### config.mk
export PLATFORM = sky130hd
export DESIGN_NAME = preemptive_priority_scheduler_unit_flat
export DESIGN_NICKNAME = d
export VERILOG_FILES = /design/src/design/ppsu_pkg.sv /design/src/design/ppsu_req_if.sv /design/src/design/ppsu_rsp_if.sv /design/src/design/ppsu_ram.sv /design/src/design/ppsu_dp.sv /design/src/design/ppsu_ctrl.sv /design/src/design/preemptive_priority_scheduler_unit.sv /design/src/flat_wrapper.sv
export SDC_FILE = /design/constraint.sdc
export NUM_CORES = 1
export LEC_CHECK = 0
export BUFFER_PORTS_ARGS = -buffer_cell sky130_fd_sc_hd__buf_2
export CORE_UTILIZATION = 30
export DETAILED_ROUTE_END_ITERATION = 7
export PLACE_DENSITY = 0.52
export SYNTH_ARGS = -nofsm -noshare
export SYNTH_HDL_FRONTEND = slang
export SYNTH_HIERARCHICAL = 1
export SYNTH_SLANG_ARGS = --single-unit
### constraint.sdc
create_clock -name clk -period 8.74 [get_ports clk]
set_clock_uncertainty 0.05 [all_clocks]
set_input_delay 0.874 -clock clk [delete_from_list [all_inputs] [get_ports clk]]
set_output_delay 0.874 -clock clk [all_outputs]
set_load 0.03 [all_outputs]
### src/design/ppsu_pkg.sv
// Package of the preemptive priority scheduler: sizes, table entry layout,
// controller/datapath command and status structs. No dependencies.
`timescale 1ns / 1ps
`default_nettype none

package ppsu_pkg;

	localparam int MAX_PROCS  = 16;
	localparam int SLOT_W     = $clog2(MAX_PROCS);
	localparam int COUNT_W    = $clog2(MAX_PROCS + 1);
	localparam int TIME_W     = 16;
	localparam int PRIO_W     = 8;
	localparam int RUN_SLOT_W = 4;

	localparam logic [TIME_W-1:0] TIME_MAX = '1;

	localparam logic REQ_LOAD = 1'b0;
	localparam logic REQ_TICK = 1'b1;

	typedef struct packed {
		logic [TIME_W-1:0] arrival;
		logic [TIME_W-1:0] burst;
		logic [TIME_W-1:0] remaining;
		logic [PRIO_W-1:0] prio;
		logic              done;
	} entry_t;

	localparam int ENTRY_W = $bits(entry_t);

	typedef struct packed {
		logic accept;
		logic load_write;
		logic scan_issue;
		logic update;
		logic emit;
	} cmd_t;

	typedef struct packed {
		logic req_tick;
		logic has_work;
		logic scan_end;
	} status_t;

	function automatic logic [TIME_W-1:0] sat_inc(input logic [TIME_W-1:0] t);
		sat_inc = (t == TIME_MAX) ? TIME_MAX : t + 1'b1;
	endfunction

endpackage

`default_nettype wire

### src/design/ppsu_req_if.sv
// Request channel of the scheduler: valid/ready plus one request word.
// Depends on ppsu_pkg.
`timescale 1ns / 1ps
`default_nettype none

interface ppsu_req_if;
	logic                            valid;
	logic                            ready;
	logic                            req_type;
	logic [ppsu_pkg::TIME_W-1:0]     arrival_time;
	logic [ppsu_pkg::TIME_W-1:0]     burst_length;
	logic [ppsu_pkg::PRIO_W-1:0]     priority_level;

	modport source (output valid, req_type, arrival_time, burst_length, priority_level,
		input ready);
	modport sink (input valid, req_type, arrival_time, burst_length, priority_level,
		output ready);
endinterface

`default_nettype wire

### src/design/ppsu_rsp_if.sv
// Result channel of the scheduler: valid/ready plus one result word.
// Depends on ppsu_pkg.
`timescale 1ns / 1ps
`default_nettype none

interface ppsu_rsp_if;
	logic                            valid;
	logic                            ready;
	logic                            run_valid;
	logic [ppsu_pkg::RUN_SLOT_W-1:0] run_slot;
	logic                            switched;
	logic                            finished;
	logic [ppsu_pkg::TIME_W-1:0]     turnaround;
	logic [ppsu_pkg::TIME_W-1:0]     waiting;
	logic [ppsu_pkg::TIME_W-1:0]     time_after;
	logic                            all_done;
	logic                            rejected;

	modport source (output valid, run_valid, run_slot, switched, finished, turnaround,
		waiting, time_after, all_done, rejected, input ready);
	modport sink (input valid, run_valid, run_slot, switched, finished, turnaround,
		waiting, time_after, all_done, rejected, output ready);
endinterface

`default_nettype wire

### src/design/ppsu_ram.sv
// Generic single-write, single-read RAM with registered read data.
// No dependencies.
`timescale 1ns / 1ps
`default_nettype none

module ppsu_ram #(
	parameter int WIDTH = 8,
	parameter int DEPTH = 16
) (
	input  wire logic                     clk,
	input  wire logic                     we,
	input  wire logic [$clog2(DEPTH)-1:0] waddr,
	input  wire logic [WIDTH-1:0]         wdata,
	input  wire logic [$clog2(DEPTH)-1:0] raddr,
	output logic      [WIDTH-1:0]         rdata
);

	logic [WIDTH-1:0] mem_q [DEPTH];

	always_ff @(posedge clk) begin
		if (we) begin
			mem_q[waddr] <= wdata;
		end
		rdata <= mem_q[raddr];
	end

endmodule

`default_nettype wire

### src/design/ppsu_dp.sv
// Scheduler datapath: process table RAM, winner search registers, counters,
// clock and result registers. Driven by ppsu_ctrl; depends on ppsu_pkg, ppsu_ram.
`timescale 1ns / 1ps
`default_nettype none

module ppsu_dp (
	input  wire logic                              clk,
	input  wire logic                              arst_n,
	input  wire ppsu_pkg::cmd_t                    cmd,
	output ppsu_pkg::status_t                      status,
	input  wire logic                              req_type,
	input  wire logic [ppsu_pkg::TIME_W-1:0]       arrival_time,
	input  wire logic [ppsu_pkg::TIME_W-1:0]       burst_length,
	input  wire logic [ppsu_pkg::PRIO_W-1:0]       priority_level,
	output logic                                   run_valid,
	output logic [ppsu_pkg::RUN_SLOT_W-1:0]        run_slot,
	output logic                                   switched,
	output logic                                   finished,
	output logic [ppsu_pkg::TIME_W-1:0]            turnaround,
	output logic [ppsu_pkg::TIME_W-1:0]            waiting,
	output logic [ppsu_pkg::TIME_W-1:0]            time_after,
	output logic                                   all_done,
	output logic                                   rejected
);

	// captured request
	logic                            req_tick_q;
	logic [ppsu_pkg::TIME_W-1:0]     in_arr_q;
	logic [ppsu_pkg::TIME_W-1:0]     in_burst_q;
	logic [ppsu_pkg::PRIO_W-1:0]     in_prio_q;

	// scheduler state
	logic [ppsu_pkg::COUNT_W-1:0]    proc_cnt_q;
	logic [ppsu_pkg::COUNT_W-1:0]    fin_cnt_q;
	logic [ppsu_pkg::COUNT_W-1:0]    issue_q;
	logic [ppsu_pkg::TIME_W-1:0]     clock_q;
	logic                            last_valid_q;
	logic [ppsu_pkg::SLOT_W-1:0]     last_slot_q;

	// scan
	logic                            pend_s1;
	logic [ppsu_pkg::SLOT_W-1:0]     pend_idx_s1;
	logic                            found_q;
	logic [ppsu_pkg::SLOT_W-1:0]     best_idx_q;
	ppsu_pkg::entry_t                best_q;

	// staged result
	logic                            st_run_valid_q;
	logic [ppsu_pkg::RUN_SLOT_W-1:0] st_slot_q;
	logic                            st_switched_q;
	logic                            st_finished_q;
	logic [ppsu_pkg::TIME_W-1:0]     st_turn_q;
	logic [ppsu_pkg::TIME_W-1:0]     st_burst_q;
	logic                            st_rejected_q;

	// RAM
	logic                            ram_we;
	logic [ppsu_pkg::SLOT_W-1:0]     ram_waddr;
	ppsu_pkg::entry_t                ram_wentry;
	logic [ppsu_pkg::ENTRY_W-1:0]    ram_rword;
	ppsu_pkg::entry_t                rd_entry;

	logic                            full;
	logic                            do_load;
	logic                            can_issue;
	logic                            eligible;
	logic                            better;
	logic                            fin_now;
	logic [ppsu_pkg::TIME_W-1:0]     clk_inc;
	logic [ppsu_pkg::TIME_W-1:0]     turn_calc;
	ppsu_pkg::entry_t                upd_entry;
	ppsu_pkg::entry_t                new_entry;

	ppsu_ram #(
		.WIDTH(ppsu_pkg::ENTRY_W),
		.DEPTH(ppsu_pkg::MAX_PROCS)
	) u_table (
		.clk  (clk),
		.we   (ram_we),
		.waddr(ram_waddr),
		.wdata(ram_wentry),
		.raddr(issue_q[ppsu_pkg::SLOT_W-1:0]),
		.rdata(ram_rword)
	);

	assign rd_entry  = ppsu_pkg::entry_t'(ram_rword);
	assign full      = (proc_cnt_q == ppsu_pkg::COUNT_W'(ppsu_pkg::MAX_PROCS));
	assign do_load   = cmd.load_write && (req_tick_q == ppsu_pkg::REQ_LOAD) && !full;
	assign can_issue = cmd.scan_issue && (issue_q < proc_cnt_q);

	assign eligible = pend_s1 && !rd_entry.done && (rd_entry.arrival <= clock_q);
	assign better   = !found_q || (rd_entry.prio < best_q.prio) ||
		((rd_entry.prio == best_q.prio) && (rd_entry.arrival < best_q.arrival));

	assign fin_now   = (best_q.remaining <= ppsu_pkg::TIME_W'(1));
	assign clk_inc   = ppsu_pkg::sat_inc(clock_q);
	assign turn_calc = clk_inc - best_q.arrival;

	always_comb begin
		new_entry           = '0;
		new_entry.arrival   = in_arr_q;
		new_entry.burst     = in_burst_q;
		new_entry.remaining = in_burst_q;
		new_entry.prio      = in_prio_q;
		new_entry.done      = 1'b0;

		upd_entry = best_q;
		if (fin_now) begin
			upd_entry.remaining = '0;
			upd_entry.done      = 1'b1;
		end else begin
			upd_entry.remaining = best_q.remaining - 1'b1;
		end

		ram_we     = 1'b0;
		ram_waddr  = best_idx_q;
		ram_wentry = upd_entry;
		if (do_load) begin
			ram_we     = 1'b1;
			ram_waddr  = proc_cnt_q[ppsu_pkg::SLOT_W-1:0];
			ram_wentry = new_entry;
		end else if (cmd.update && found_q) begin
			ram_we = 1'b1;
		end
	end

	assign status.req_tick = (req_tick_q == ppsu_pkg::REQ_TICK);
	assign status.has_work = (fin_cnt_q < proc_cnt_q);
	assign status.scan_end = (issue_q == proc_cnt_q) && !pend_s1;

	always_ff @(posedge clk or negedge arst_n) begin
		if (!arst_n) begin
			proc_cnt_q   <= '0;
			fin_cnt_q    <= '0;
			issue_q      <= '0;
			clock_q      <= '0;
			last_valid_q <= 1'b0;
			last_slot_q  <= '0;
			pend_s1      <= 1'b0;
			found_q      <= 1'b0;
		end else begin
			pend_s1 <= can_issue;
			if (cmd.accept) begin
				found_q <= 1'b0;
				issue_q <= '0;
			end else if (can_issue) begin
				issue_q <= issue_q + 1'b1;
			end
			if (eligible && better) begin
				found_q <= 1'b1;
			end
			if (do_load) begin
				proc_cnt_q <= proc_cnt_q + 1'b1;
			end
			if (cmd.update) begin
				clock_q <= clk_inc;
				if (found_q) begin
					last_valid_q <= 1'b1;
					last_slot_q  <= best_idx_q;
					if (fin_now) begin
						fin_cnt_q <= fin_cnt_q + 1'b1;
					end
				end
			end
		end
	end

	always_ff @(posedge clk) begin
		pend_idx_s1 <= issue_q[ppsu_pkg::SLOT_W-1:0];
		if (cmd.accept) begin
			req_tick_q     <= req_type;
			in_arr_q       <= arrival_time;
			in_burst_q     <= burst_length;
			in_prio_q      <= priority_level;
			st_run_valid_q <= 1'b0;
			st_slot_q      <= '0;
			st_switched_q  <= 1'b0;
			st_finished_q  <= 1'b0;
			st_turn_q      <= '0;
			st_burst_q     <= '0;
			st_rejected_q  <= 1'b0;
		end
		if (eligible && better) begin
			best_idx_q <= pend_idx_s1;
			best_q     <= rd_entry;
		end
		if (cmd.load_write && (req_tick_q == ppsu_pkg::REQ_LOAD) && full) begin
			st_rejected_q <= 1'b1;
		end
		if (cmd.update && found_q) begin
			st_run_valid_q <= 1'b1;
			st_slot_q      <= ppsu_pkg::RUN_SLOT_W'(best_idx_q);
			st_switched_q  <= !last_valid_q || (last_slot_q != best_idx_q);
			if (fin_now) begin
				st_finished_q <= 1'b1;
				st_turn_q     <= turn_calc;
				st_burst_q    <= best_q.burst;
			end
		end
		if (cmd.emit) begin
			run_valid  <= st_run_valid_q;
			run_slot   <= st_slot_q;
			switched   <= st_switched_q;
			finished   <= st_finished_q;
			turnaround <= st_turn_q;
			waiting    <= (st_turn_q > st_burst_q) ? st_turn_q - st_burst_q : '0;
			time_after <= clock_q;
			all_done   <= (fin_cnt_q >= proc_cnt_q);
			rejected   <= st_rejected_q;
		end
	end

endmodule

`default_nettype wire

### src/design/ppsu_ctrl.sv
// Scheduler controller: sequences accept, decode, table scan, update and
// result output; owns the handshakes. Depends on ppsu_pkg.
`timescale 1ns / 1ps
`default_nettype none

module ppsu_ctrl (
	input  wire logic              clk,
	input  wire logic              arst_n,
	input  wire logic              in_valid,
	output logic                   in_ready,
	output logic                   out_valid,
	input  wire logic              out_ready,
	input  wire ppsu_pkg::status_t status,
	output ppsu_pkg::cmd_t         cmd
);

	typedef enum logic [4:0] {
		ST_IDLE   = 5'b00001,
		ST_DECODE = 5'b00010,
		ST_SCAN   = 5'b00100,
		ST_UPDATE = 5'b01000,
		ST_EMIT   = 5'b10000
	} state_t;

	state_t state_q;
	state_t state_d;
	logic   out_valid_q;
	logic   out_free;

	assign in_ready  = (state_q == ST_IDLE);
	assign out_valid = out_valid_q;
	assign out_free  = !out_valid_q || out_ready;

	always_comb begin
		cmd        = '0;
		cmd.accept = in_valid && (state_q == ST_IDLE);
		state_d    = state_q;
		unique case (state_q)
			ST_IDLE: begin
				if (in_valid) begin
					state_d = ST_DECODE;
				end
			end
			ST_DECODE: begin
				cmd.load_write = 1'b1;
				if (status.req_tick && status.has_work) begin
					state_d = ST_SCAN;
				end else begin
					state_d = ST_EMIT;
				end
			end
			ST_SCAN: begin
				cmd.scan_issue = 1'b1;
				if (status.scan_end) begin
					state_d = ST_UPDATE;
				end
			end
			ST_UPDATE: begin
				cmd.update = 1'b1;
				state_d    = ST_EMIT;
			end
			ST_EMIT: begin
				if (out_free) begin
					cmd.emit = 1'b1;
					state_d  = ST_IDLE;
				end
			end
			default: begin
				state_d = ST_IDLE;
			end
		endcase
	end

	always_ff @(posedge clk or negedge arst_n) begin
		if (!arst_n) begin
			state_q     <= ST_IDLE;
			out_valid_q <= 1'b0;
		end else begin
			state_q <= state_d;
			if (cmd.emit) begin
				out_valid_q <= 1'b1;
			end else if (out_ready) begin
				out_valid_q <= 1'b0;
			end
		end
	end

endmodule

`default_nettype wire

### src/design/preemptive_priority_scheduler_unit.sv
// Preemptive priority scheduler over a table of ppsu_pkg::MAX_PROCS processes.
// Each request word is a load (store arrival, burst, priority in the next free
// slot) or a tick (run the most urgent arrived, unfinished process for one time
// unit); every request gives exactly one result word. A load, a rejected load
// or a tick with nothing left to run passes from decode straight to the
// result stage; a tick with work first runs the winner search, which reads
// one table entry per cycle through the single read port of the table RAM,
// and then the update. The result sits in an output register, so the next
// request word is taken while it waits.
// Depends on ppsu_pkg, ppsu_req_if, ppsu_rsp_if, ppsu_ctrl, ppsu_dp.
`timescale 1ns / 1ps
`default_nettype none

module preemptive_priority_scheduler_unit (
	input wire logic  clk,
	input wire logic  arst_n,
	ppsu_req_if.sink  req,
	ppsu_rsp_if.source rsp
);

	ppsu_pkg::cmd_t    cmd;
	ppsu_pkg::status_t status;

	ppsu_ctrl u_ctrl (
		.clk      (clk),
		.arst_n   (arst_n),
		.in_valid (req.valid),
		.in_ready (req.ready),
		.out_valid(rsp.valid),
		.out_ready(rsp.ready),
		.status   (status),
		.cmd      (cmd)
	);

	ppsu_dp u_dp (
		.clk           (clk),
		.arst_n        (arst_n),
		.cmd           (cmd),
		.status        (status),
		.req_type      (req.req_type),
		.arrival_time  (req.arrival_time),
		.burst_length  (req.burst_length),
		.priority_level(req.priority_level),
		.run_valid     (rsp.run_valid),
		.run_slot      (rsp.run_slot),
		.switched      (rsp.switched),
		.finished      (rsp.finished),
		.turnaround    (rsp.turnaround),
		.waiting       (rsp.waiting),
		.time_after    (rsp.time_after),
		.all_done      (rsp.all_done),
		.rejected      (rsp.rejected)
	);

endmodule

`default_nettype wire

### src/flat_wrapper.sv
// flat-port wrapper written by rule: the top's interface ports become plain ports
module preemptive_priority_scheduler_unit_flat 
  (clk, arst_n, req_valid, req_req_type, req_arrival_time, req_burst_length, req_priority_level, req_ready, rsp_valid, rsp_run_valid, rsp_run_slot, rsp_switched, rsp_finished, rsp_turnaround, rsp_waiting, rsp_time_after, rsp_all_done, rsp_rejected, rsp_ready);
  ppsu_req_if req_i ();
  ppsu_rsp_if rsp_i ();
  input wire logic clk;
  input wire logic arst_n;
  input wire logic [$bits(req_i.valid)-1:0] req_valid;
  input wire logic [$bits(req_i.req_type)-1:0] req_req_type;
  input wire logic [$bits(req_i.arrival_time)-1:0] req_arrival_time;
  input wire logic [$bits(req_i.burst_length)-1:0] req_burst_length;
  input wire logic [$bits(req_i.priority_level)-1:0] req_priority_level;
  output wire logic [$bits(req_i.ready)-1:0] req_ready;
  output wire logic [$bits(rsp_i.valid)-1:0] rsp_valid;
  output wire logic [$bits(rsp_i.run_valid)-1:0] rsp_run_valid;
  output wire logic [$bits(rsp_i.run_slot)-1:0] rsp_run_slot;
  output wire logic [$bits(rsp_i.switched)-1:0] rsp_switched;
  output wire logic [$bits(rsp_i.finished)-1:0] rsp_finished;
  output wire logic [$bits(rsp_i.turnaround)-1:0] rsp_turnaround;
  output wire logic [$bits(rsp_i.waiting)-1:0] rsp_waiting;
  output wire logic [$bits(rsp_i.time_after)-1:0] rsp_time_after;
  output wire logic [$bits(rsp_i.all_done)-1:0] rsp_all_done;
  output wire logic [$bits(rsp_i.rejected)-1:0] rsp_rejected;
  input wire logic [$bits(rsp_i.ready)-1:0] rsp_ready;
  assign req_i.valid = req_valid;
  assign req_i.req_type = req_req_type;
  assign req_i.arrival_time = req_arrival_time;
  assign req_i.burst_length = req_burst_length;
  assign req_i.priority_level = req_priority_level;
  assign req_ready = req_i.ready;
  assign rsp_valid = rsp_i.valid;
  assign rsp_run_valid = rsp_i.run_valid;
  assign rsp_run_slot = rsp_i.run_slot;
  assign rsp_switched = rsp_i.switched;
  assign rsp_finished = rsp_i.finished;
  assign rsp_turnaround = rsp_i.turnaround;
  assign rsp_waiting = rsp_i.waiting;
  assign rsp_time_after = rsp_i.time_after;
  assign rsp_all_done = rsp_i.all_done;
  assign rsp_rejected = rsp_i.rejected;
  assign rsp_i.ready = rsp_ready;
  preemptive_priority_scheduler_unit u_core (.clk(clk), .arst_n(arst_n), .req(req_i), .rsp(rsp_i));
endmodule
==> tab_implementation.tex <==
\begin{tabular}{lr}
\hline
Metric & Value \\
\hline
\multicolumn{2}{l}{\textbf{Detailed routing}} \\
\quad Number of iterations in the first detailed-routing pass & 7 \\
\quad Final antenna-violating net count & 0 \\
\quad Post-DR vias/cell & 4.85 \\
\quad Mean routed wirelength per cell & 23.3 um \\
\quad Vias after detailed routing & 23800 \\
\quad DR iter-0 viols & 2071 \\
\quad Remaining DRCs & 0 \\
\quad Final Routed Wirelength & 114 mm \\
\multicolumn{2}{l}{\textbf{Clock network}} \\
\quad Cts repair resizes & 0 \\
\quad Number of buffers inserted to repair setup after CTS & 0 \\
\quad Clock Tree Buf Depth & 3 \\
\quad Library cell used as clock root buffer & sky130\_fd\_sc\_hd\_\_clkbuf\_16 \\
\quad Post-CTS clock slew at the launch and capture registers of the worst setup and hold paths & 0.06 ns \\
\quad Later-pin clock latency in the skew report & 0.76 ns \\
\quad Number of hold buffers added after cts & 0 \\
\quad H-tree lvl count & 4 \\
\quad Clock sink count & 1216 \\
\quad CTS tree & done \\
\quad Inserted Clock Buffers & 130 \\
\multicolumn{2}{l}{\textbf{Placed design}} \\
\quad Placer Congestion & 0.799 \\
\quad Cell count after placement & 4666 \\
\quad Detailed Place HPWL & 66.8 mm \\
\quad Placed cell areas & 50500 sq um \\
\quad Count of port buffers added during placement & 103 \\
\multicolumn{2}{l}{\textbf{Logic synthesis}} \\
\quad Net count after synthesis & 2688 \\
\quad Number of synthesized flops with an enable pin & 1076 \\
\quad Top cell type's share of synthesized area & 68.3\% \\
\quad Async S/R FF share, synth & 3.62\% \\
\quad Warnings from Yosys & 6 \\
\quad Cell count after synthesis & 2554 \\
\quad Cell taking the most area after synthesis & sky130\_fd\_sc\_hd\_\_edfxtp\_1 \\
\quad Cell area after synthesis & 47300 sq um \\
\quad Seq/Total Area, Yosys & 74.7\% \\
\quad Biggest area contributors in the synthesized netlist & sky130\_fd\_sc\_hd\_\_edfxtp\_1, sky130\_fd\_sc\_hd\_\_mux4\_2, sky130\_fd\_sc\_hd\_\_dfxtp\_1 \\
\quad Flops \& latches, synth & 1216 \\
\quad Main synth FF type & sky130\_fd\_sc\_hd\_\_edfxtp\_1 \\
\quad Number of distinct library cells after synthesis & 73 \\
\quad Avg Cell Area, Syn & 18.5 sq um \\
\multicolumn{2}{l}{\textbf{Layout}} \\
\quad Final \#Nets & 2874 \\
\quad Layout cells sized above 1 & 21.8\% \\
\quad Final Non-Filler Cells & 4908 \\
\quad Number of fill cells in the layout & 14700 \\
\quad Layout Area Growth over Synthesis & 15.6\% \\
\quad Design Area, Final & 54700 sq um \\
\multicolumn{2}{l}{\textbf{Global route}} \\
\quad Sum of overflow across all layers after global routing & 0 \\
\quad Total global-route track usage & 14.5\% \\
\quad Largest net degree at the start of global routing & 75 \\
\quad First-pass GRT wire length & 167 mm \\
\quad Vias in the first global route & 24400 \\
\quad Number of antenna violations at the first check in global routing & 1 \\
\multicolumn{2}{l}{\textbf{Setup path}} \\
\quad CP max-delay cell & sky130\_fd\_sc\_hd\_\_nor2\_4 \\
\quad Peak fanout along the critical path & 29 \\
\quad Number of cells on the worst reg-to-reg path & 9 \\
\quad Cell family with most CP delay & simple AND/OR/NAND/NOR gates \\
\quad Worst setup slack for register-to-register paths & 3.39 ns \\
\quad Path type of the worst setup path & reg -> reg \\
\quad Worst reg2reg path endpoint & u\_core/u\_dp/u\_table/mem\_q[15][6] \\
\quad RR Startpoint & u\_core/u\_ctrl/state\_q[2] \\
\quad Worst Path Required & 9.07 ns \\
\quad Crit path buffers/inverters & 2 \\
\quad Worst Path Arrival & 5.67 ns \\
\quad Worst setup EP type & register \\
\quad Launching element of the worst setup path & u\_core/u\_ctrl/state\_q[2] \\
\quad Startpoint types & register \\
\quad Worst-path cell chain & or3\_4 > nor3b\_4 > nor2b\_1 > nand2\_1 > buf\_4 > o21ai\_0 > nand2\_1 > nor2\_4 > buf\_4 \\
\quad Crit-path max cell delay & 1.08 ns \\
\multicolumn{2}{l}{\textbf{Floorplan}} \\
\quad Io pins & 104 \\
\quad Initial core utilization & 30.2\% \\
\quad Die area & 159000 sq um \\
\quad Number of cell rows & 145 \\
\quad Floorplan die width & 399 um \\
\quad Total core area & 156000 sq um \\
\quad Y dimension of the die & 399 um \\
\multicolumn{2}{l}{\textbf{Timing}} \\
\quad Hold Violations, Final & 0 \\
\quad Sum of negative setup slack & 0 ns \\
\quad Slew at the pin with the worst max-slew slack & 1.25 ns \\
\quad Highest attainable clock frequency & 187 MHz \\
\quad Post-route fraction of the period consumed by the critical path & 61.2\% \\
\quad Worst relative slew slack & 16.2\% \\
\quad Final period demand of the worst path & 5.35 ns \\
\quad Unrepaired setup endpoints after global routing & no \\
\quad Number of max-slew violations in the final report & 0 \\
\quad Count of endpoints failing setup in the final report & 0 \\
\multicolumn{2}{l}{\textbf{Power}} \\
\quad IR drop worst, VDD & 194 uV \\
\quad Leak pwr & 0.0179 uW \\
\quad Cell area power density & 239 nW/um\^{}2 \\
\multicolumn{2}{l}{\textbf{Hold path}} \\
\quad Worst hold-check path type & in -> async \\
\multicolumn{2}{l}{\textbf{Run status}} \\
\quad Status & complete, no violations \\
\multicolumn{2}{l}{\textbf{Run}} \\
\quad Max-capacitance violation count & 0 \\
\hline
\end{tabular}
==> worst register-to-register path, cell delays in order, from the launching register on <==
cell and delay [ns]:
sky130_fd_sc_hd__dfrtp_1 0.46, sky130_fd_sc_hd__or3_4 0.44, sky130_fd_sc_hd__nor3b_4 0.22, sky130_fd_sc_hd__nor2b_1 0.47, sky130_fd_sc_hd__nand2_1 0.13, sky130_fd_sc_hd__buf_4 0.28
sky130_fd_sc_hd__o21ai_0 0.78, sky130_fd_sc_hd__nand2_1 0.47, sky130_fd_sc_hd__nor2_4 1.08, sky130_fd_sc_hd__buf_4 0.59
==> worst max path at each step <==
stage	end	depth (start not counted)	slack (ns)
3_3_place_gp	u_core/u_dp/u_table/mem_q[15][18]	9	3.42
4_1_cts	u_core/u_dp/u_table/mem_q[15][8]	9	3.37
6_report	u_core/u_dp/u_table/mem_q[15][6]	9	3.39
3_5_place_dp	u_core/u_dp/u_table/mem_q[15][18]	9	3.39
5_1_grt	u_core/u_dp/u_table/mem_q[15][6]	9	3.10
2_1_floorplan	u_core/u_dp/u_table/mem_q[0][0]	8	1.94
==> logic make-up (layout without fill, tap and decap cells) <==
logic type               after synthesis  count (layout)  synth area share, %
XOR/XNOR                              64              64                 1.19
other                                  0               2                    0
multiplexers                         232             232                 10.9
buffers and inverters                188             482                 1.74
AND/OR/NAND/NOR                      431             431                 4.32
flip-flops                          1216            1216                 74.7
adder cells (fa/ha/maj)               89              89                 2.39
AO/OA/AOI/OAI                        334             334                 4.71
==> sequential cells by signal, indices dropped and copies added, names as in the netlist, 8 cells and up <==
| signal | cells |
|---|---|
| u_core/u_dp/u_table/mem_q | 912 |
| u_core/u_dp/best_q | 57 |
| u_core/u_dp/u_table/rdata | 57 |
| u_core/u_dp/clock_q | 16 |
| u_core/u_dp/in_arr_q | 16 |
| u_core/u_dp/in_burst_q | 16 |
| u_core/u_dp/st_burst_q | 16 |
| u_core/u_dp/st_turn_q | 16 |
| u_core/u_dp/time_after | 16 |
| u_core/u_dp/turnaround | 16 |
| u_core/u_dp/waiting | 16 |
| u_core/u_dp/in_prio_q | 8 |
==> cells in the mapped netlist (3+ instances only) <==
library cell,number
sky130_fd_sc_hd__and4_1,5
sky130_fd_sc_hd__a31oi_1,6
sky130_fd_sc_hd__or2_2,4
sky130_fd_sc_hd__ha_1,87
sky130_fd_sc_hd__nor2b_1,18
sky130_fd_sc_hd__and3_1,10
sky130_fd_sc_hd__nor3_1,23
sky130_fd_sc_hd__xnor2_1,43
sky130_fd_sc_hd__nand3_1,30
sky130_fd_sc_hd__a31o_2,3
sky130_fd_sc_hd__nand4_1,21
sky130_fd_sc_hd__nor4_1,6
sky130_fd_sc_hd__nor2_1,63
sky130_fd_sc_hd__nand3b_1,3
sky130_fd_sc_hd__a21o_1,32
sky130_fd_sc_hd__buf_4,23
sky130_fd_sc_hd__a22oi_1,114
sky130_fd_sc_hd__edfxtp_1,1076
sky130_fd_sc_hd__inv_1,77
sky130_fd_sc_hd__and2_1,6
sky130_fd_sc_hd__mux4_2,228
sky130_fd_sc_hd__mux2i_1,3
sky130_fd_sc_hd__nand2b_1,11
sky130_fd_sc_hd__a21oi_1,37
sky130_fd_sc_hd__buf_1,15
sky130_fd_sc_hd__dfrtp_1,43
sky130_fd_sc_hd__nand2_1,211
sky130_fd_sc_hd__clkbuf_1,62
sky130_fd_sc_hd__a211oi_1,8
sky130_fd_sc_hd__o31ai_1,18
sky130_fd_sc_hd__o21ai_0,86
sky130_fd_sc_hd__o21a_1,6
sky130_fd_sc_hd__buf_2,8
sky130_fd_sc_hd__buf_6,3
sky130_fd_sc_hd__xor2_1,21
sky130_fd_sc_hd__dfxtp_1,96
==> metal layers <==
metal	track usage, %	wire length, um	share of wire (%)	up-vias
met5	0	0	0	-
met4	4.35	2490	2.2	0
met3	2.78	6320	5.5	157
met2	22.8	53300	47	610
met1	20.2	52400	46	12400
li1	-	-	-	10600
==> where the power goes <==
part	switching [uW]	total, uW	internal, uW
combinational	615	968	353
clock	2260	5380	3120
sequential	105	6690	6590
==> cells in the final DEF, fill, tap and decap left out, drive strengths merged, types with 7 or more instances in the layout <==
cell    netlist  layout
inv          77      84
nor4          7       7
buf          49     165
and3         10      10
nor2         63      63
edfxtp     1076    1076
nand2       211     211
bufinv        0       7
nor3         24      24
xnor2        43      43
dfxtp        96      96
clkbuf       62     183
a21oi        37      37
ha           87      87
nor2b        18      18
nand3        31      31
xor2         21      21
dfrtp        43      43
clkinv        0      41
o21ai        86      86
nand2b       11      11
a211oi        8       8
nand4        21      21
mux4        228     228
a22oi       114     114
a21o         32      32
o31ai        18      18
==> per-stage QoR <==
stage                     utilization (%)  hold slack [ns]  worst slack, ns  power, uW
after floorplan                         -            0.336             1.94       7440
after global placement               32.3            0.336             3.42       7790
after detailed placement             32.3            0.339             3.39       7800
after CTS                            35.0            0.175             3.37      13200
after global routing                 35.0            0.207             3.10      13500
final                                35.0            0.187             3.39      13000
==> area by class of cell <==
type | instances | area (sq um) | share of cell area [%]
Sequential cell | 1216 | 35300 | 64.6
Multi-Input combinational cell | 1150 | 11300 | 20.7
Clock buffer | 183 | 3630 | 6.63
Tap cell | 2058 | 2570 | 4.71
Timing Repair Buffer | 165 | 993 | 1.82
Clock inverter | 57 | 539 | 0.986
Inverter | 77 | 289 | 0.529
Antenna cell | 2 | 5.00 | 0.00915
Note: power is estimated with default switching activity, not from simulation.
